==> config.mk <==
export PLATFORM = sky130hd
export DESIGN_NAME = json_string_unescape_top
export DESIGN_NICKNAME = d
export VERILOG_FILES = /design/src/hw/rtl/jsu_pkg.sv /design/src/hw/rtl/json_string_unescape_top.sv /design/src/hw/rtl/jsu_front.sv /design/src/hw/rtl/jsu_run_fifo.sv /design/src/hw/rtl/jsu_back.sv
export VERILOG_INCLUDE_DIRS = /design/src /design/src/hw/rtl
export SDC_FILE = /design/constraint.sdc
export NUM_CORES = 1
export LEC_CHECK = 0
export BUFFER_PORTS_ARGS = -buffer_cell sky130_fd_sc_hd__buf_2
export CELL_PAD_IN_SITES_DETAIL_PLACEMENT = 2
export CELL_PAD_IN_SITES_GLOBAL_PLACEMENT = 2
export CORE_MARGIN = 1.5
export CORE_UTILIZATION = 48
export DETAILED_ROUTE_END_ITERATION = 8
export HOLD_SLACK_MARGIN = 0.06
export PLACE_DENSITY_LB_ADDON = 0.1
export RECOVER_POWER = 100
export REMOVE_ABC_BUFFERS = 1
export SYNTH_ARGS = -nofsm -noshare
export SYNTH_HDL_FRONTEND = slang
export SYNTH_SLANG_ARGS = --single-unit
==> constraint.sdc <==
create_clock -name clk -period 10.9 [get_ports clk]
set_clock_uncertainty 0.1 [all_clocks]
set_input_delay 2.725 -clock clk [delete_from_list [all_inputs] [get_ports clk]]
set_output_delay 2.725 -clock clk [all_outputs]
set_load 0.02 [all_outputs]
==> src/hw/rtl/assert_macros.svh <==
// ----------------------------------------------------------------------------
// Assertion macros
// Shared concurrent assertion forms used by the JSON string unescaper.
// ----------------------------------------------------------------------------
`ifndef ASSERT_MACROS_SVH
`define ASSERT_MACROS_SVH

// Same-cycle implication, disabled while reset is asserted.
`define ASSERT_IMPLY(label, clk, rst_n, ante, cons) \
    label: assert property (@(posedge clk) disable iff (!rst_n) (ante) |-> (cons)) \
        else $error("implication check failed");

// Next-cycle implication, disabled while reset is asserted.
`define ASSERT_NEXT(label, clk, rst_n, ante, cons) \
    label: assert property (@(posedge clk) disable iff (!rst_n) (ante) |=> (cons)) \
        else $error("next-cycle check failed");

`endif

==> src/hw/rtl/jsu_pkg.sv <==
// ----------------------------------------------------------------------------
// jsu_pkg
// Types, character codes and helper functions for the JSON string unescaper.
// ----------------------------------------------------------------------------
package jsu_pkg;

    localparam int RUN_FIFO_DEPTH = 4;

    localparam logic [7:0] CHAR_QUOTE     = 8'h22;
    localparam logic [7:0] CHAR_BACKSLASH = 8'h5C;
    localparam logic [7:0] CHAR_SLASH     = 8'h2F;
    localparam logic [7:0] CHAR_U         = 8'h75;
    localparam logic [7:0] CHAR_B         = 8'h62;
    localparam logic [7:0] CHAR_F         = 8'h66;
    localparam logic [7:0] CHAR_N         = 8'h6E;
    localparam logic [7:0] CHAR_R         = 8'h72;
    localparam logic [7:0] CHAR_T         = 8'h74;
    localparam logic [7:0] CTRL_BS        = 8'h08;
    localparam logic [7:0] CTRL_FF        = 8'h0C;
    localparam logic [7:0] CTRL_LF        = 8'h0A;
    localparam logic [7:0] CTRL_CR        = 8'h0D;
    localparam logic [7:0] CTRL_TAB       = 8'h09;

    localparam logic [7:0]  UTF8_LEAD2      = 8'hC0;
    localparam logic [7:0]  UTF8_LEAD3      = 8'hE0;
    localparam logic [7:0]  UTF8_CONT       = 8'h80;
    localparam logic [15:0] CP_ONE_BYTE_LIM = 16'h0080;
    localparam logic [15:0] CP_TWO_BYTE_LIM = 16'h0800;

    typedef enum logic [2:0] {
        PH_START = 3'd0,
        PH_BODY  = 3'd1,
        PH_ESC   = 3'd2,
        PH_HEX1  = 3'd3,
        PH_HEX2  = 3'd4,
        PH_HEX3  = 3'd5,
        PH_HEX4  = 3'd6
    } jsu_phase_t;

    typedef struct packed {
        logic [7:0] data_byte;
        logic       end_of_input;
    } jsu_in_t;

    typedef struct packed {
        logic [7:0] out_byte;
        logic       byte_valid;
        logic       string_done;
        logic       error;
        logic       last_of_run;
    } jsu_out_t;

    // All results caused by one input byte: up to three bytes, then optionally a done.
    typedef struct packed {
        logic [2:0][7:0] bytes;
        logic [1:0]      nbytes;
        logic            done;
        logic            error;
    } jsu_run_t;

    typedef struct packed {
        logic [2:0][7:0] bytes;
        logic [1:0]      count;
    } jsu_utf8_t;

    typedef struct packed {
        logic       ok;
        logic [3:0] value;
    } jsu_hex_t;

    typedef struct packed {
        logic       ok;
        logic [7:0] value;
    } jsu_esc_t;

    function automatic jsu_utf8_t utf8_encode(input logic [15:0] cp);
        jsu_utf8_t r;
        r = '0;
        if (cp < CP_ONE_BYTE_LIM) begin
            r.count    = 2'd1;
            r.bytes[0] = cp[7:0];
        end
        else if (cp < CP_TWO_BYTE_LIM) begin
            r.count    = 2'd2;
            r.bytes[0] = UTF8_LEAD2 | {3'b000, cp[10:6]};
            r.bytes[1] = UTF8_CONT | {2'b00, cp[5:0]};
        end
        else begin
            r.count    = 2'd3;
            r.bytes[0] = UTF8_LEAD3 | {4'b0000, cp[15:12]};
            r.bytes[1] = UTF8_CONT | {2'b00, cp[11:6]};
            r.bytes[2] = UTF8_CONT | {2'b00, cp[5:0]};
        end
        return r;
    endfunction

    function automatic jsu_hex_t hex_decode(input logic [7:0] b);
        jsu_hex_t r;
        r = '0;
        if (b >= 8'h30 && b <= 8'h39) begin
            r.ok    = 1'b1;
            r.value = b[3:0];
        end
        else if ((b >= 8'h61 && b <= 8'h66) || (b >= 8'h41 && b <= 8'h46)) begin
            // Low nibble of 'a'/'A' is 1, so adding nine gives ten.
            r.ok    = 1'b1;
            r.value = b[3:0] + 4'd9;
        end
        return r;
    endfunction

    function automatic jsu_esc_t simple_escape(input logic [7:0] e);
        jsu_esc_t r;
        r.ok = 1'b1;
        unique case (e)
            CHAR_QUOTE:     r.value = CHAR_QUOTE;
            CHAR_BACKSLASH: r.value = CHAR_BACKSLASH;
            CHAR_SLASH:     r.value = CHAR_SLASH;
            CHAR_B:         r.value = CTRL_BS;
            CHAR_F:         r.value = CTRL_FF;
            CHAR_N:         r.value = CTRL_LF;
            CHAR_R:         r.value = CTRL_CR;
            CHAR_T:         r.value = CTRL_TAB;
            default:
            begin
                r.ok    = 1'b0;
                r.value = 8'h00;
            end
        endcase
        return r;
    endfunction

endpackage

==> src/hw/rtl/json_string_unescape_top.sv <==
// A taken input's run is written into the run queue, then walked into the output register.
// Throughput: one input byte per cycle while each byte gives at most one result
// and result_stall is low; a \u escape that yields several bytes holds the output
// sequencer per result, and the RUN_DEPTH-entry run queue absorbs that expansion.
// Reset (rst_n, asynchronous): decoder state, run queue and output valid clear at
// once; no clearing pass is needed.
// ----------------------------------------------------------------------------
// json_string_unescape_top
// JSON string unescaper with UTF-8 output for \u escapes.
// ----------------------------------------------------------------------------
module json_string_unescape_top
#(
    parameter int RUN_DEPTH = jsu_pkg::RUN_FIFO_DEPTH
)
(
    input  logic              clk,
    input  logic              rst_n,
    input  logic              item_valid,
    output logic              item_stall,
    input  jsu_pkg::jsu_in_t  item,
    output logic              result_valid,
    input  logic              result_stall,
    output jsu_pkg::jsu_out_t result
);

    logic              accept;
    logic              push;
    logic              pop;
    logic              empty;
    logic              full;
    jsu_pkg::jsu_run_t push_run;
    jsu_pkg::jsu_run_t head;

    // The front may only advance when the queue has room for the run it builds.
    assign item_stall = full;
    assign accept     = item_valid && !full;

    jsu_front u_front
    (
        .clk    (clk),
        .rst_n  (rst_n),
        .accept (accept),
        .item   (item),
        .push   (push),
        .run    (push_run)
    );

    jsu_run_fifo #(.DEPTH(RUN_DEPTH)) u_fifo
    (
        .clk      (clk),
        .rst_n    (rst_n),
        .push     (push),
        .push_run (push_run),
        .pop      (pop),
        .head     (head),
        .empty    (empty),
        .full     (full)
    );

    jsu_back u_back
    (
        .clk          (clk),
        .rst_n        (rst_n),
        .head         (head),
        .empty        (empty),
        .pop          (pop),
        .result_valid (result_valid),
        .result_stall (result_stall),
        .result       (result)
    );

endmodule

==> src/hw/rtl/jsu_front.sv <==
// ----------------------------------------------------------------------------
// jsu_front
// Decodes one raw byte per transaction and builds the run of results it causes.
// ----------------------------------------------------------------------------
module jsu_front
(
    input  logic             clk,
    input  logic             rst_n,
    input  logic             accept,
    input  jsu_pkg::jsu_in_t item,
    output logic             push,
    output jsu_pkg::jsu_run_t run
);

    jsu_pkg::jsu_phase_t phase_reg, phase_next;
    logic [15:0]         code_point_reg, code_point_next;
    logic                error_reg, error_next;

    always_ff @(posedge clk or negedge rst_n)
    begin
        if (!rst_n)
        begin
            phase_reg      <= jsu_pkg::PH_START;
            code_point_reg <= '0;
            error_reg      <= 1'b0;
        end
        else if (accept)
        begin
            phase_reg      <= phase_next;
            code_point_reg <= code_point_next;
            error_reg      <= error_next;
        end
    end

    always_comb
    begin
        logic [7:0]         b;
        logic [15:0]        shifted;
        jsu_pkg::jsu_hex_t  hex;
        jsu_pkg::jsu_esc_t  esc;
        jsu_pkg::jsu_utf8_t enc;

        b       = item.data_byte;
        shifted = {code_point_reg[11:0], 4'h0};
        hex     = jsu_pkg::hex_decode(b);
        esc     = jsu_pkg::simple_escape(b);
        enc     = '0;

        phase_next      = phase_reg;
        code_point_next = code_point_reg;
        error_next      = error_reg;
        run             = '0;

        unique case (phase_reg)
            jsu_pkg::PH_BODY:
            begin
                if (b == jsu_pkg::CHAR_QUOTE)
                begin
                    run.done = 1'b1;
                end
                else if (b == jsu_pkg::CHAR_BACKSLASH)
                begin
                    phase_next = jsu_pkg::PH_ESC;
                end
                else
                begin
                    run.bytes[0] = b;
                    run.nbytes   = 2'd1;
                end
            end
            jsu_pkg::PH_ESC:
            begin
                phase_next = jsu_pkg::PH_BODY;
                if (b == jsu_pkg::CHAR_U)
                begin
                    code_point_next = '0;
                    phase_next      = jsu_pkg::PH_HEX1;
                end
                else if (esc.ok)
                begin
                    run.bytes[0] = esc.value;
                    run.nbytes   = 2'd1;
                end
                else
                begin
                    error_next = 1'b1;
                end
            end
            jsu_pkg::PH_HEX1, jsu_pkg::PH_HEX2, jsu_pkg::PH_HEX3, jsu_pkg::PH_HEX4:
            begin
                if (!hex.ok)
                begin
                    // The partial code point is still emitted after a bad digit.
                    error_next      = 1'b1;
                    code_point_next = shifted;
                    enc             = jsu_pkg::utf8_encode(shifted);
                    run.bytes       = enc.bytes;
                    run.nbytes      = enc.count;
                    phase_next      = jsu_pkg::PH_BODY;
                end
                else
                begin
                    code_point_next = shifted | {12'h000, hex.value};
                    unique case (phase_reg)
                        jsu_pkg::PH_HEX1: phase_next = jsu_pkg::PH_HEX2;
                        jsu_pkg::PH_HEX2: phase_next = jsu_pkg::PH_HEX3;
                        jsu_pkg::PH_HEX3: phase_next = jsu_pkg::PH_HEX4;
                        default:
                        begin
                            enc        = jsu_pkg::utf8_encode(shifted | {12'h000, hex.value});
                            run.bytes  = enc.bytes;
                            run.nbytes = enc.count;
                            phase_next = jsu_pkg::PH_BODY;
                        end
                    endcase
                end
            end
            default:
            begin
                // Opening quote: taken unchecked, starts a new string.
                error_next      = 1'b0;
                code_point_next = '0;
                phase_next      = jsu_pkg::PH_BODY;
            end
        endcase

        if (item.end_of_input && !run.done)
        begin
            error_next = 1'b1;
            run.done   = 1'b1;
        end
        if (run.done)
        begin
            phase_next = jsu_pkg::PH_START;
        end
        run.error = error_next;
    end

    assign push = accept && ((run.nbytes != 2'd0) || run.done);

endmodule

==> src/hw/rtl/jsu_run_fifo.sv <==
// ----------------------------------------------------------------------------
// jsu_run_fifo
// Short queue of result runs between the decoder and the output sequencer.
// ----------------------------------------------------------------------------
`include "assert_macros.svh"

module jsu_run_fifo
#(
    parameter int DEPTH = jsu_pkg::RUN_FIFO_DEPTH
)
(
    input  logic              clk,
    input  logic              rst_n,
    input  logic              push,
    input  jsu_pkg::jsu_run_t push_run,
    input  logic              pop,
    output jsu_pkg::jsu_run_t head,
    output logic              empty,
    output logic              full
);

    localparam int PW = (DEPTH > 1) ? $clog2(DEPTH) : 1;
    localparam int CW = $clog2(DEPTH + 1);

    jsu_pkg::jsu_run_t mem_reg [DEPTH];
    logic [PW-1:0]     wr_ptr_reg, wr_ptr_next;
    logic [PW-1:0]     rd_ptr_reg, rd_ptr_next;
    logic [CW-1:0]     count_reg, count_next;

    always_ff @(posedge clk)
    begin
        if (push)
        begin
            mem_reg[wr_ptr_reg] <= push_run;
        end
    end

    always_ff @(posedge clk or negedge rst_n)
    begin
        if (!rst_n)
        begin
            wr_ptr_reg <= '0;
            rd_ptr_reg <= '0;
            count_reg  <= '0;
        end
        else
        begin
            wr_ptr_reg <= wr_ptr_next;
            rd_ptr_reg <= rd_ptr_next;
            count_reg  <= count_next;
        end
    end

    always_comb
    begin
        wr_ptr_next = wr_ptr_reg;
        rd_ptr_next = rd_ptr_reg;
        count_next  = count_reg;
        if (push)
        begin
            wr_ptr_next = (wr_ptr_reg == PW'(DEPTH - 1)) ? '0 : wr_ptr_reg + 1'b1;
        end
        if (pop)
        begin
            rd_ptr_next = (rd_ptr_reg == PW'(DEPTH - 1)) ? '0 : rd_ptr_reg + 1'b1;
        end
        if (push && !pop)
        begin
            count_next = count_reg + 1'b1;
        end
        else if (pop && !push)
        begin
            count_next = count_reg - 1'b1;
        end
    end

    assign head  = mem_reg[rd_ptr_reg];
    assign empty = (count_reg == '0);
    assign full  = (count_reg == CW'(DEPTH));

    `ASSERT_IMPLY(a_no_push_when_full, clk, rst_n, push, !full || pop)
    `ASSERT_IMPLY(a_no_pop_when_empty, clk, rst_n, pop, !empty)

endmodule

==> src/hw/rtl/jsu_back.sv <==
// ----------------------------------------------------------------------------
// jsu_back
// Walks the head run one result per cycle into the output register unless result_stall holds it.
// ----------------------------------------------------------------------------
`include "assert_macros.svh"

module jsu_back
(
    input  logic              clk,
    input  logic              rst_n,
    input  jsu_pkg::jsu_run_t head,
    input  logic              empty,
    output logic              pop,
    output logic              result_valid,
    input  logic              result_stall,
    output jsu_pkg::jsu_out_t result
);

    logic              out_valid_reg, out_valid_next;
    jsu_pkg::jsu_out_t out_reg, out_next;
    logic [1:0]        idx_reg, idx_next;
    logic              load;
    logic [2:0]        total;
    logic              last;

    always_ff @(posedge clk or negedge rst_n)
    begin
        if (!rst_n)
        begin
            out_valid_reg <= 1'b0;
            idx_reg       <= '0;
        end
        else
        begin
            out_valid_reg <= out_valid_next;
            idx_reg       <= idx_next;
        end
    end

    always_ff @(posedge clk)
    begin
        out_reg <= out_next;
    end

    assign load  = !out_valid_reg || !result_stall;
    assign total = {1'b0, head.nbytes} + {2'b00, head.done};
    assign last  = ({1'b0, idx_reg} == (total - 3'd1));

    always_comb
    begin
        out_valid_next = out_valid_reg;
        out_next       = out_reg;
        idx_next       = idx_reg;
        pop            = 1'b0;
        if (load)
        begin
            out_valid_next = !empty;
            if (!empty)
            begin
                if (idx_reg < head.nbytes)
                begin
                    out_next.out_byte    = head.bytes[idx_reg];
                    out_next.byte_valid  = 1'b1;
                    out_next.string_done = 1'b0;
                end
                else
                begin
                    out_next.out_byte    = 8'h00;
                    out_next.byte_valid  = 1'b0;
                    out_next.string_done = 1'b1;
                end
                out_next.error       = head.error;
                out_next.last_of_run = last;
                if (last)
                begin
                    pop      = 1'b1;
                    idx_next = '0;
                end
                else
                begin
                    idx_next = idx_reg + 1'b1;
                end
            end
        end
    end

    assign result_valid = out_valid_reg;
    assign result       = out_reg;

    `ASSERT_IMPLY(a_head_run_not_empty, clk, rst_n, !empty, total != 3'd0)
    `ASSERT_IMPLY(a_index_in_run, clk, rst_n, !empty, {1'b0, idx_reg} < total)

endmodule
# ---- Yosys cells after proc, flatten, opt, wreduce, memory -nomap -nowiden
# Memory sizes are Yosys's and may differ from the RTL's.
# Cells that the tools add are included.
dict set report word_totals {
  reg_bits 38
  ramBits 112
  input_bits 13
  out_inout_bits 14
  elab_cells 137
  memories 1
}
# memory words word_bits read_ports rd_clocked_by_memory_dff write_ports line
set memory_table {}
lappend memory_table {u_fifo.mem_reg 4 28 1 0 1 jsu_run_fifo.sv:25} ;# jsu_pkg::jsu_run_t mem_reg [DEPTH];
dict set report op_classes {
  add_sub_neg 8
  order_cmp 12
  eq_ne 22
  n_mux 51
  bitwise 3
  n_reduce_logical 27
}
# op n
set op_table {}
lappend op_table {{two-way mux 16 bit} 5}
lappend op_table {{equality test 8 x 7 -> 1 bit, second input constant} 7}
lappend op_table {{one-hot mux 7 bit (8 select lines)} 1}
lappend op_table {{two-way mux 26 bit} 2}
lappend op_table {{two-way mux 10 bit} 5}
lappend op_table {{one-hot mux 12 bit (3 select lines)} 1}
lappend op_table {{less-than comparator 16 x 12 -> 1 bit, second input constant} 2}
lappend op_table {{less-than comparator 16 x 8 -> 1 bit, second input constant} 2}
lappend op_table {{one-hot mux 10 bit (3 select lines)} 1}
lappend op_table {{two-way mux 12 bit} 2}
lappend op_table {{two-way mux 8 bit} 3}
lappend op_table {{two-way mux 3 bit} 6}
lappend op_table {{one-hot mux 3 bit (3 select lines)} 2}
lappend op_table {{binary-select mux 8 bit (select 2 bit)} 1}
lappend op_table {{equality test 8 x 6 -> 1 bit, second input constant} 2}
lappend op_table {{>= comparator 8 x 7 -> 1 bit, second input constant} 2}
lappend op_table {{<= comparator 8 x 7 -> 1 bit, second input constant} 2}
lappend op_table {{OR 16 x 4 -> 16 bit} 1}
lappend op_table {{two-way mux 1 bit} 13}
lappend op_table {{equality test 3 bit, second input constant} 4}
lappend op_table {{two-way mux 2 bit} 5}
lappend op_table {{two-way mux 5 bit} 2}
lappend op_table {{two-way mux 9 bit} 1}
lappend op_table {{>= comparator 8 x 6 -> 1 bit, second input constant} 1}
lappend op_table {{27 further kinds} 50}

# ---- Depth between registers and ports, before layout
# Gate-level depths: netlist of the first run.
dict set report depth {
  depth_word 19
  ltp_mapped 15
  mapped_depth_nobuf 13
}

# ---- Cells and area by module
# Synthesis of the first run repeated with hierarchy kept, for this count alone.
dict set report unflattened {
  cells_unflattened 501
  area_unflattened_um2 7028.0
}
# mod instances cells_per_inst area_each_um2 seq_area_each_um2
set by_module_without_submodules {}
lappend by_module_without_submodules {jsu_run_fifo 1 183 4458.0 3538.4}
lappend by_module_without_submodules {jsu_front 1 240 1724.2 400.4}
lappend by_module_without_submodules {jsu_back 1 77 832.0 435.4}
lappend by_module_without_submodules {json_string_unescape_top 1 1 13.8 0.0}

# ---- Worst setup path before layout of the first run
# OpenSTA, ideal clock, no wires.
dict set report synth_path {
  kind {input-to-reg}
  start {input port item[2] (netlist name)}
  end {register u_fifo.count_reg[2]}
  setup_ps 79
  arrival_ps 5332
  required_time_ps 10721
  setup_slack_ps 5389
  cell_stages 14
  path_buffers 1
  cell_sequence {inv_1 ha_1 or3b_2 o311a_1 buf_2 nor2_1 nand2_1 a31oi_4 ha_1 inv_1 fa_1 xor2_1 nor2_1 xor2_1}
}
dict set report synth_between {
  elab_chain_cells 18
  word_cells_on_any_way 49
  cone_classes {1 x add/sub; 8 x order compare; 9 x eq/ne; 16 x mux; 1 x bitwise; 14 x reduce/logical}
}
# element line
set synth_lines {}
lappend synth_lines {{from (decl)} json_string_unescape_top.sv:20} ;# input jsu_pkg::jsu_in_t item,
lappend synth_lines {{>= comparator 8 x 7 -> 1 bit or <= comparator 8 x 7 -> 1 bit (tied branches)} jsu_pkg.sv:104} ;# else if ((b >= 8'h61 && b <= 8'h66) || (b >= 8'h41 && b <= 8'h46)) begin
lappend synth_lines {{logical AND 1 bit} jsu_pkg.sv:104}
lappend synth_lines {{logical OR 1 bit} jsu_pkg.sv:104}
lappend synth_lines {{two-way mux 5 bit} jsu_pkg.sv:104}
lappend synth_lines {{two-way mux 5 bit} jsu_pkg.sv:100} ;# if (b >= 8'h30 && b <= 8'h39) begin
lappend synth_lines {{OR 16 x 4 -> 16 bit} n/a}
lappend synth_lines {{less-than comparator 16 x 12 -> 1 bit} jsu_pkg.sv:83} ;# else if (cp < CP_TWO_BYTE_LIM) begin
lappend synth_lines {{two-way mux 16 bit} jsu_pkg.sv:83}
lappend synth_lines {{(+3 left out)} n/a}
lappend synth_lines {{one-hot mux 10 bit (3 select lines)} jsu_front.sv:54} ;# unique case (phase_reg)
lappend synth_lines {{nonzero test 2 bit} jsu_front.sv:139} ;# assign push = accept && ((run.nbytes != 2'd0) || run.done);
lappend synth_lines {{logical OR 1 bit (*)} jsu_front.sv:139}
lappend synth_lines {{logical AND 1 bit (*)} jsu_front.sv:139}
lappend synth_lines {{via push} json_string_unescape_top.sv:27} ;# logic push;
lappend synth_lines {{logical NOT 1 bit} jsu_run_fifo.sv:71} ;# else if (pop && !push)
lappend synth_lines {{logical AND 1 bit} jsu_run_fifo.sv:71}
lappend synth_lines {{nonzero test 2 bit (no source line)} n/a}
lappend synth_lines {{to (signal assigned)} jsu_run_fifo.sv:50} ;# count_reg <= count_next;
lappend synth_lines {{to (decl)} jsu_run_fifo.sv:28} ;# logic [CW-1:0] count_reg, count_next;
# Mark *: on every way through the listed nets, which the timed path passes. The rest lies on a longest branch.
# A chain may end at the register's enable or synchronous reset.

# ---- Worst setup path after layout of the first run
dict set report layout_path {
  start {input port item[2] (netlist name)}
  end {memory u_fifo.mem_reg[2][17] (netlist name) (enable)}
}
dict set report layout_between {
  elab_chain_cells 17
  word_cells_on_any_way 46
  cone_classes {1 x add/sub; 8 x order compare; 9 x eq/ne; 17 x mux; 1 x bitwise; 10 x reduce/logical}
}
# element line
set layout_lines {}
lappend layout_lines {{>= comparator 8 x 7 -> 1 bit or <= comparator 8 x 7 -> 1 bit (tied branches)} jsu_pkg.sv:104}
lappend layout_lines {{logical AND 1 bit} jsu_pkg.sv:104}
lappend layout_lines {{logical OR 1 bit} jsu_pkg.sv:104}
lappend layout_lines {{two-way mux 5 bit} jsu_pkg.sv:104}
lappend layout_lines {{two-way mux 5 bit} jsu_pkg.sv:100}
lappend layout_lines {{OR 16 x 4 -> 16 bit} n/a}
lappend layout_lines {{less-than comparator 16 x 12 -> 1 bit} jsu_pkg.sv:83}
lappend layout_lines {{two-way mux 16 bit} jsu_pkg.sv:83}
lappend layout_lines {{(+2 left out)} n/a}
lappend layout_lines {{two-way mux 26 bit} jsu_front.sv:91} ;# if (!hex.ok)
lappend layout_lines {{one-hot mux 10 bit (3 select lines)} jsu_front.sv:54}
lappend layout_lines {{nonzero test 2 bit} jsu_front.sv:139}
lappend layout_lines {{logical OR 1 bit (*)} jsu_front.sv:139}
lappend layout_lines {{logical AND 1 bit (*)} jsu_front.sv:139}
lappend layout_lines {{via push} json_string_unescape_top.sv:27}
lappend layout_lines {{two-way mux 1 bit (*)} jsu_run_fifo.sv:32} ;# if (push)
lappend layout_lines {{two-way mux 1 bit (implied by the code) (*)} jsu_run_fifo.sv:34} ;# mem_reg[wr_ptr_reg] <= push_run;
lappend layout_lines {{to (decl)} jsu_run_fifo.sv:25}
# Marked as above.

==> impl_metrics.py, run 1 <==
metrics = {
    "run_status": {
        "status": "complete, but fails checks",
        "violations": "capacitance limit, slew limit",
    },
    "die": {
        "core_area_um2": 13300,
        "initial_core_util": 0.4943,
        "chipHeight_um": 120.0,
        "dieArea_um2": 14400,
        "core.rowCount": 42,
        "ios": 27,
        "fp.dieW_um": 120.0,
    },
    "grt": {
        "grt_use_met1": 0.3924,
        "grt_max_degree": 30,
        "use_met3": 0.04753,
        "grt_pass1_vias": 4633,
        "gr-usage-met2": 0.4911,
        "top_usage_layer": "met2",
        "grt_pass1_wl_um": 29960,
        "grtUsageTotal": 0.2944,
        "antenna_found_initial": 0,
        "gr-total-overflow": 0,
    },
    "detailed_routing": {
        "via_per_inst": 6.219,
        "antenna_left": 0,
        "via_count": 4235,
        "drc": 0,
        "wl_per_cell_um": 29.05,
        "dr.pass1.iters": 4,
        "drt-initial-drc-count": 314,
        "routed_wl_um": 19780,
    },
    "clocking": {
        "post_cts_resized": 0,
        "cts_tree": "built",
        "cts_setup_buffers": 0,
        "cts_buffer_depth": 2,
        "clock-root-buffer": "clkbuf_16",
        "clk_pin_slew_ps": 60,
        "clk_latency_ps": 430,
        "htree_levels": 4,
        "numCtsBuffers": 17,
        "postCtsHoldBufs": 0,
        "numClockSinks": 142,
    },
    "yosys": {
        "yosys_most_used_dff": "edfxtp_1",
        "syn_inst": 461,
        "synth_top_area_share": 0.5301,
        "yosysWarnings": 0,
        "yosysTopAreaCell": "edfxtp_1",
        "async_flop_share": 0.1831,
        "ys_seq_elements": 142,
        "yosys-top-cells-area": "edfxtp_1 53%, dfrtp_1 9.9%, mux4_2 8.9%",
        "avgSynthCellArea_um2": 14.25,
        "synth_cell_types": 61,
        "netlist_area_um2": 6571,
        "synth_edf_count": 116,
        "synth_seq_area_share": 0.6291,
    },
    "critical_path": {
        "worstReg2RegEnd": "u_fifo.count_reg[1]",
        "cpPeakStageDelay_ps": 890,
        "r2r-start": "u_fifo.rd_ptr_reg[0]",
        "path_cells": "clkbuf_1 > inv_1 > ha_1 > or3b_2 > o311a_1 > nor2_1 > nand2_1 > a31oi_1 > and2_0 > clkbuf_1",
        "crit_fanout": 14,
        "rr_worst_depth": 11,
        "path_class": "in -> reg",
        "arrival_ps": 6850,
        "startpoint_type": "primary input",
        "crit_required_ps": 10850,
        "crit_path_end_kind": "register",
        "slowest_stage": "and2_0",
        "path_common_cell": "clkbuf_1",
        "r2r_slack_ps": 5880,
    },
    "sta": {
        "fmax_mhz": 144.8,
        "finalHoldViolCount": 0,
        "fin_setup_tns_ps": 0,
        "holdWs_ps": 421.6,
        "setup_viol": 0,
        "rsz0062_at_grt": "false",
        "max_slew_margin": -0.2482,
        "final_max_slew_viol_count": 156,
        "timing.final.crit_share": 0.6334,
        "worstMarginPinSlew_ps": 1872,
        "layout_min_cycle_time_ps": 6905,
    },
    "pwr": {
        "power_density_nw_per_um2": 285.4,
        "leakage_uw": 0.002680,
        "ir_worst_vdd_v": 0.0001245,
        "total_power_uw": 2114,
    },
    "worst_hold_path": {
        "worstHoldStart": "u_front.code_point_reg[10]",
        "hold_depth": 2,
        "min_path_type": "reg -> reg",
        "hold_path_end": "u_front.code_point_reg[10]",
    },
    "placement": {
        "dp_hpwl_um": 12650,
        "port-buffer-count": 26,
        "routabilityCongestion": 0.8921,
    },
    "job": {
        "cap_violations": 6,
    },
    "finish": {
        "area_growth_pct": 12.74,
        "mostFrequentLayoutCell": "edfxtp_1",
        "largest_reg_flops": 104,
        "mostFrequentLayoutCells": "116 x edfxtp_1, 45 x nand2_1, 26 x mux4_2, 26 x clkbuf_1, 26 x dfrtp_1",
        "fillers": 1246,
        "final_nets": 520,
        "final_util": 0.5572,
        "drive_gt1_frac": 0.1505,
        "insertedDiodeCount": 0,
    },
}
-- worst max-delay path by stage --
stage             from                    end  depth (start not counted)  slack [ps]
4_1_cts        item[2]    u_fifo.count_reg[2]                         14        5090
5_1_grt        item[2]  u_fifo.mem_reg[3][14]                         10        3830
3_5_place_dp   item[2]    u_fifo.count_reg[2]                         14        4690
2_1_floorplan  item[2]    u_fifo.count_reg[2]                         13        5440
3_3_place_gp   item[2]  u_fifo.mem_reg[2][17]                         10        4970
6_report       item[2]  u_fifo.mem_reg[2][17]                         10        4000
-- synth_stat cells (3+ instances only) --
library cell  count
a21o_1            4
xnor2_1           4
and2_1           15
clkbuf_1         10
nand2_1          45
a221oi_1          3
mux2i_1          10
nand3_1          16
buf_2             9
mux4_2           26
nor4b_1           4
nor2_1           20
nor2b_1           8
nand4_1           4
dfrtp_1          26
ha_1             14
nor3b_1           4
a22oi_1           7
nor3_1            7
nand2b_1          7
a21oi_1          13
o21a_1            3
inv_1            17
o22ai_1           8
edfxtp_1        116
o21ai_0           6
o21ai_1          12
-- area by class of cell --
type / instances / area (um2) / share of cell area
Clock buffer: 21 / 460.4 / 0.06215
Clock inverter: 11 / 140.1 / 0.01892
Inverter: 19 / 71.32 / 0.009627
Multi-Input combinational cell: 278 / 2235 / 0.3016
Sequential cell: 142 / 4134 / 0.5580
Tap cell: 176 / 220.2 / 0.02972
Timing Repair Buffer: 34 / 147.6 / 0.01993
-- per-stage QoR --
stage	std cells	setup slack, ps	instance area, um2
2_1_floorplan	439	5438	6466
3_3_place_gp	649	4966	6878
3_5_place_dp	649	4693	6878
4_1_cts	681	5091	7478
5_1_grt	681	3828	7408
6_report	681	3995	7408
-- cell families after synthesis --
logic type	Yosys count	synth area share
AOI/OAI and AO/OA	71	0.07559
adders and majority gates	15	0.02970
buffers and inverters	41	0.02685
and+or+nand+nor	145	0.1167
xor gates and xnor gates	6	0.007997
muxes	41	0.1141
DFF	142	0.6291
-- metal layers --
layer,share of wire,vias to the layer above,wire length [um]
met3,0.039,28,772
met1,0.43,2243,8553
met4,0.023,0,450
met5,0,-,0
met2,0.51,143,10000
li1,-,1821,-
-- worst max-delay path: cells and delay by family --
kind            cells  cell delay (ps)
compound gates      2              900
fa+ha+maj           1              250
buf+inv             3             1200
simple gates        4             1770
-- where the power goes --
group / switching [uW] / total [uW] / internal [uW]
Combinational: 404 / 665 / 261
Sequential: 105 / 848 / 743
Clock: 231 / 601 / 371
Total: 740 / 2110 / 1370
(Power assumes the default switching activity.)
==> run 2: changes to the inputs <==
--- a/config.mk
+++ b/config.mk
@@ -6,11 +6,12 @@
 export SDC_FILE = /design/constraint.sdc
 export NUM_CORES = 1
 export LEC_CHECK = 0
+export ABC_AREA = 1
 export BUFFER_PORTS_ARGS = -buffer_cell sky130_fd_sc_hd__buf_2
 export CELL_PAD_IN_SITES_DETAIL_PLACEMENT = 2
 export CELL_PAD_IN_SITES_GLOBAL_PLACEMENT = 2
 export CORE_MARGIN = 1.5
-export CORE_UTILIZATION = 48
+export CORE_UTILIZATION = 41
 export DETAILED_ROUTE_END_ITERATION = 8
 export HOLD_SLACK_MARGIN = 0.06
 export PLACE_DENSITY_LB_ADDON = 0.1
==> constraint.sdc (replaced) <==
create_clock -name clk -period 6.58 [get_ports clk]
set_clock_uncertainty 0.1 [all_clocks]
set_input_delay 1.645 -clock clk [delete_from_list [all_inputs] [get_ports clk]]
set_output_delay 1.645 -clock clk [all_outputs]
set_load 0.02 [all_outputs]
==> run 2 against run 1 <==
Clock-buffer cell count decreased by 4; the run still ends with capacitance limit, slew limit left; combinational power increased by 80%; area after synthesis grew 3.0%; clock power grew 44%; register-to-register slack got worse by 4200 ps; sequential cell count is the same.
==> impl_metrics.py, run 2 <==
metrics = {
    "grt": {
        "grt_pass1_wl_um": 32090,
        "antenna_found_initial": 0,
        "grt_max_degree": 56,
        "grt_pass1_vias": 5545,
        "grtUsageTotal": 0.2487,
        "gr-total-overflow": 0,
    },
    "clocking": {
        "numClockSinks": 142,
        "numCtsBuffers": 17,
        "postCtsHoldBufs": 0,
        "post_cts_resized": 0,
        "cts_tree": "built",
        "htree_levels": 4,
        "cts_setup_buffers": 0,
        "clock-root-buffer": "clkbuf_16",
        "clk_pin_slew_ps": 60,
        "clk_latency_ps": 430,
        "cts_buffer_depth": 2,
    },
    "finish": {
        "insertedDiodeCount": 0,
        "multi_input_area_um2": 2197,
        "largest_reg_flops": 104,
        "mostFrequentLayoutCell": "edfxtp_1",
        "drive_gt1_frac": 0.1263,
        "final_nets": 688,
        "mostFrequentLayoutCells": "116 x edfxtp_1, 101 x nand2_1, 84 x nor2_1, 68 x o21ai_0, 55 x inv_1",
        "seq_area_um2": 4134,
        "area_growth_pct": 10.72,
        "fillers": 1713,
    },
    "placement": {
        "routabilityCongestion": 0.8118,
        "port-buffer-count": 26,
        "dp_hpwl_um": 13780,
        "dp_slack_ps": 1868,
    },
    "critical_path": {
        "crit_required_ps": 6500,
        "worstReg2RegEnd": "u_fifo.count_reg[2]",
        "r2r-start": "u_fifo.rd_ptr_reg[0]",
        "slowest_stage": "nor2_2",
        "startpoint_type": "primary input",
        "cp-startpoint": "item[1]",
        "crit_path_end_kind": "register",
        "arrival_ps": 4990,
        "crit_fanout": 26,
        "rr_worst_depth": 15,
        "path_class": "in -> reg",
        "path_cells": "clkbuf_1 > inv_1 > ha_1 > nand2_1 > nand3_1 > nand2_1 > nand2_1 > nand2_1 > nand2_1 > nand3_1 > o21bai_1 > nor2_2",
        "r2r_slack_ps": 1700,
        "setup.worst_path.end": "u_fifo.mem_reg[3][14]",
        "path_common_cell": "nand2_1",
        "cpPeakStageDelay_ps": 1360,
    },
    "yosys": {
        "yosys-top-cells-area": "edfxtp_1 51%, dfrtp_1 9.6%, nand2_1 5.2%",
        "synth_top_area_share": 0.5147,
        "synth_seq_area_share": 0.6108,
        "syn_inst": 631,
        "yosysTopAreaCell": "edfxtp_1",
        "async_flop_share": 0.1831,
        "yosys_most_used_dff": "edfxtp_1",
        "synth_cell_types": 45,
        "synth_edf_count": 116,
        "netlist_area_um2": 6768,
        "ys_seq_elements": 142,
        "synth.most_common_cell": "edfxtp_1",
        "yosysWarnings": 0,
        "synth_commonest_cells": "116 x edfxtp_1, 93 x nand2_1, 87 x nor2_1, 60 x o21ai_0, 50 x inv_1",
        "avgSynthCellArea_um2": 10.73,
    },
    "pwr": {
        "ir_worst_vdd_v": 0.0002666,
        "power_density_nw_per_um2": 449.4,
        "leakage_uw": 0.002916,
    },
    "detailed_routing": {
        "antenna_left": 0,
        "drc": 0,
        "via_count": 4866,
        "wl_per_cell_um": 22.91,
        "via_per_inst": 5.474,
        "routed_wl_um": 20360,
        "drt-initial-drc-count": 335,
        "dr.pass1.iters": 4,
    },
    "sta": {
        "worstMarginPinSlew_ps": 1755,
        "fin_setup_tns_ps": 0,
        "final_max_slew_viol_count": 189,
        "layout_min_cycle_time_ps": 5073,
        "fin_ws_ps": 1507,
        "finalHoldViolCount": 0,
        "setup_viol": 0,
        "max_slew_margin": -0.1701,
        "rsz0062_at_grt": "false",
        "timing.final.crit_share": 0.7709,
        "fmax_mhz": 197.1,
    },
    "run_status": {
        "violations": "capacitance limit, slew limit",
        "status": "complete, but fails checks",
    },
    "die": {
        "dieArea_um2": 17290,
        "fp.dieW_um": 131.5,
        "core.rowCount": 46,
        "chipHeight_um": 131.5,
        "initial_core_util": 0.4230,
        "core_area_um2": 16000,
        "ios": 27,
    },
    "job": {
        "cap_violations": 6,
    },
    "worst_hold_path": {
        "min_path_type": "reg -> reg",
    },
}
==> run 2: logic make-up (layout without fill, tap and decap cells) <==
family,after synthesis,after routing,share of synthesized area
buffers and inverters,82,124,0.04788
AND/OR/NAND/NOR,248,248,0.1758
flip-flops,142,142,0.6108
multiplexers,1,1,0.001664
AO/OA/AOI/OAI,136,136,0.1259
adder cells (fa/ha/maj),15,15,0.02884
XOR/XNOR,7,7,0.009059
==> run 2: power by group <==
group	total, uW	switching [uW]	internal [uW]
Sequential	1300	77.9	1220
Combinational	1200	879	322
Clock	864	387	478
Total	3370	1340	2020
==> run 2: area by class of cell <==
type / instances / area share
well taps: 216 / 0.03607
clock buffers: 17 / 0.05677
clock inverters: 15 / 0.01336
repair buffers: 28 / 0.01653
inverters: 64 / 0.03239
flip-flops and latches: 142 / 0.5517
multi-input cells: 407 / 0.2932
==> run 2: metal layers <==
metal  GRT usage  wire length, um  up-vias  share of wire
met4     0.08642              325        0          0.016
li1            -                -     2260              -
met5           0                0        -              0
met1      0.3014             8705     2494           0.43
met3     0.04437              532       24          0.026
met2      0.4444            10800       88           0.53
==> run 2: worst min path at each step <==
stage                     depth (start not counted)                  end  slack, ps           startpoint
final                                             2  u_back.result_valid        410  u_back.result_valid
after global routing                              2  u_back.result_valid        430  u_back.result_valid
after CTS                                         2  u_back.result_valid        410  u_back.result_valid
after detailed placement                          2  u_back.result_valid        400  u_back.result_valid
after global placement                            2  u_back.result_valid        380  u_back.result_valid
after floorplan                                   2    u_front.error_reg        370    u_front.error_reg
==> run 2: worst max-delay path, delay by kind of cell <==
| kind | cells | cell delay, ps |
|---|---|---|
| AND/OR/NAND/NOR | 8 | 2450 |
| buffers and inverters | 2 | 370 |
| AO/OA/AOI/OAI | 1 | 250 |
| adder cells (fa/ha/maj) | 1 | 240 |
==> run 2: stage by stage <==
| stage | area [um2] | total power, uW | instances | util | hold WS (ps) |
|---|---|---|---|---|---|
| after global routing | 7493 | 3555 | 889 | 0.4683 | 431.7 |
| after global placement | 7132 | 2448 | 857 | 0.4457 | 382.8 |
| after floorplan | 6686 | 2078 | 613 | - | 371.1 |
| final | 7493 | 3367 | 889 | 0.4683 | 411.4 |
| after CTS | 7657 | 3438 | 889 | 0.4786 | 412.8 |
| after detailed placement | 7132 | 2553 | 857 | 0.4457 | 397.8 |
==> run 3: changes to the inputs <==
--- a/config.mk
+++ b/config.mk
@@ -6,12 +6,12 @@
 export SDC_FILE = /design/constraint.sdc
 export NUM_CORES = 1
 export LEC_CHECK = 0
-export ABC_AREA = 1
+export ABC_AREA = 0
 export BUFFER_PORTS_ARGS = -buffer_cell sky130_fd_sc_hd__buf_2
 export CELL_PAD_IN_SITES_DETAIL_PLACEMENT = 2
 export CELL_PAD_IN_SITES_GLOBAL_PLACEMENT = 2
 export CORE_MARGIN = 1.5
-export CORE_UTILIZATION = 41
+export CORE_UTILIZATION = 40
 export DETAILED_ROUTE_END_ITERATION = 8
 export HOLD_SLACK_MARGIN = 0.06
 export PLACE_DENSITY_LB_ADDON = 0.1
==> constraint.sdc (replaced) <==
create_clock -name clk -period 4.6 [get_ports clk]
set_clock_uncertainty 0.1 [all_clocks]
set_input_delay 1.15 -clock clk [delete_from_list [all_inputs] [get_ports clk]]
set_output_delay 1.15 -clock clk [all_outputs]
set_load 0.02 [all_outputs]
==> run 3 against run 2 <==
The flow still finishes with violations (capacitance limit, slew limit); global-route usage shrank 2.9 points; sequential share of layout area grew 0.12 points; clock-buffer cell count rose by 4; non-clock buffer count is 8 higher; combinational power is 26% higher; die area decreased by 0.47%; first-iteration DRC count is 35% lower; wire length is 13% lower; core utilization is 0.067 points higher; critical path type unchanged; critical endpoint is now u_fifo.count_reg[2].
==> impl_metrics.py, run 3 (synthesized netlist as in run 1, its figures left out) <==
metrics = {
    "run_status": {
        "status": "complete, but fails checks",
        "violations": "capacitance limit, slew limit",
    },
    "critical_path": {
        "r2r_slack_ps": 700,
        "worstReg2RegEnd": "u_fifo.count_reg[1]",
        "r2r-start": "u_fifo.rd_ptr_reg[0]",
        "rr_worst_depth": 11,
        "crit_path_end_kind": "register",
        "startpoint_type": "primary input",
        "crit_fanout": 9,
        "path_class": "in -> reg",
        "arrival_ps": 4360,
        "cp-startpoint": "item[1]",
        "crit_required_ps": 4830,
        "setup.worst_path.end": "u_fifo.count_reg[2]",
    },
    "detailed_routing": {
        "via_count": 4038,
        "wl_per_cell_um": 24.43,
        "antenna_left": 0,
        "dr.pass1.iters": 4,
        "drt-initial-drc-count": 218,
        "via_per_inst": 5.585,
        "drc": 0,
        "routed_wl_um": 17670,
    },
    "grt": {
        "grt_pass1_wl_um": 27970,
        "gr-total-overflow": 0,
        "grt_max_degree": 27,
        "grtUsageTotal": 0.2198,
        "antenna_found_initial": 0,
        "grt_pass1_vias": 4447,
    },
    "worst_hold_path": {
        "min_path_type": "reg -> reg",
    },
    "finish": {
        "final_nets": 522,
        "stdcell_count": 723,
        "drive_gt1_frac": 0.1657,
        "largest_reg_flops": 104,
        "area_growth_pct": 13.79,
        "mostFrequentLayoutCells": "116 x edfxtp_1, 45 x nand2_1, 26 x mux4_2, 26 x dfrtp_1",
        "insertedDiodeCount": 0,
        "fillers": 1584,
        "mostFrequentLayoutCell": "edfxtp_1",
        "design_area_um2": 7477,
        "final_util": 0.4690,
    },
    "placement": {
        "dp_hpwl_um": 11430,
        "post-place-cells": 691,
        "port-buffer-count": 26,
        "routabilityCongestion": 0.8257,
        "placed_area_um2": 6943,
    },
    "die": {
        "dieArea_um2": 17210,
        "chipHeight_um": 131.2,
        "initial_core_util": 0.4122,
        "core.rowCount": 46,
        "ios": 27,
        "fp.dieW_um": 131.2,
        "core_area_um2": 15940,
    },
    "sta": {
        "rsz0062_at_grt": "false",
        "max_slew_margin": -0.09733,
        "layout_min_cycle_time_ps": 4129,
        "worstMarginPinSlew_ps": 1646,
        "setup_viol": 0,
        "final_max_slew_viol_count": 48,
        "finalHoldViolCount": 0,
        "timing.final.crit_share": 0.8975,
        "fmax_mhz": 242.2,
        "fin_setup_tns_ps": 0,
    },
    "pwr": {
        "ir_worst_vdd_v": 0.0002902,
        "leakage_uw": 0.002694,
        "power_density_nw_per_um2": 645.3,
        "total_power_uw": 4825,
    },
    "clocking": {
        "clk_pin_slew_ps": 60,
        "clock-root-buffer": "clkbuf_16",
        "cts_tree": "built",
        "post_cts_resized": 0,
        "numCtsBuffers": 17,
        "clk_latency_ps": 410,
        "cts_setup_buffers": 0,
        "numClockSinks": 142,
        "cts_buffer_depth": 2,
        "postCtsHoldBufs": 0,
        "htree_levels": 4,
    },
    "job": {
        "cap_violations": 2,
    },
}
[run 3: worst min-delay path by stage]
stage | from | endpoint | depth (start not counted)
after floorplan | u_fifo.count_reg[2] | u_fifo.count_reg[2] | 1
after global placement | u_back.result_valid | u_back.result_valid | 2
after detailed placement | u_back.result_valid | u_back.result_valid | 2
after CTS | u_back.result_valid | u_back.result_valid | 2
after global routing | u_fifo.count_reg[2] | u_fifo.count_reg[2] | 1
final | u_back.result_valid | u_back.result_valid | 2
[run 3: per-layer routing]
metal	wire (um)	share of wire	up-vias	track usage
li1	-	-	1831	-
met1	7890	0.45	2130	0.2871
met2	9116	0.52	63	0.3748
met3	486	0.028	14	0.04668
met4	172	0.0097	0	0.05431
met5	0	0	-	0
[run 3: layout make-up]
type | count | area [um2] | share of cell area
Clock buffer | 21 | 460.4 | 0.06158
Clock inverter | 11 | 116.4 | 0.01556
Inverter | 19 | 71.32 | 0.009538
Multi-Input combinational cell | 278 | 2257 | 0.3019
Sequential cell | 142 | 4134 | 0.5529
Tap cell | 216 | 270.3 | 0.03614
Timing Repair Buffer | 36 | 167.7 | 0.02242
[run 3: stage by stage]
stage	hold slack, ps	setup slack [ps]
floorplan	356.0	582.4
global placement	371.3	270.1
detailed placement	392.3	57.90
CTS	409.1	479.9
global route	437.4	273.8
finish	408.6	471.3
[run 3: power breakdown]
part / total (uW) / switching (uW) / internal, uW
Combinational: 1510 / 886 / 621
Clock: 1350 / 527 / 823
Sequential: 1970 / 213 / 1760
Total: 4830 / 1630 / 3200
[run 3: critical path, cell delays in order]
cell and delay (ps):
buf_2 140, inv_1 190, ha_1 210, or3b_2 450, o311a_1 250, nor2_1 300, nand2_1 150, a31oi_4 300
ha_1 240, inv_1 80, fa_1 440, xor2_1 180, nor2_1 110, xor2_1 160
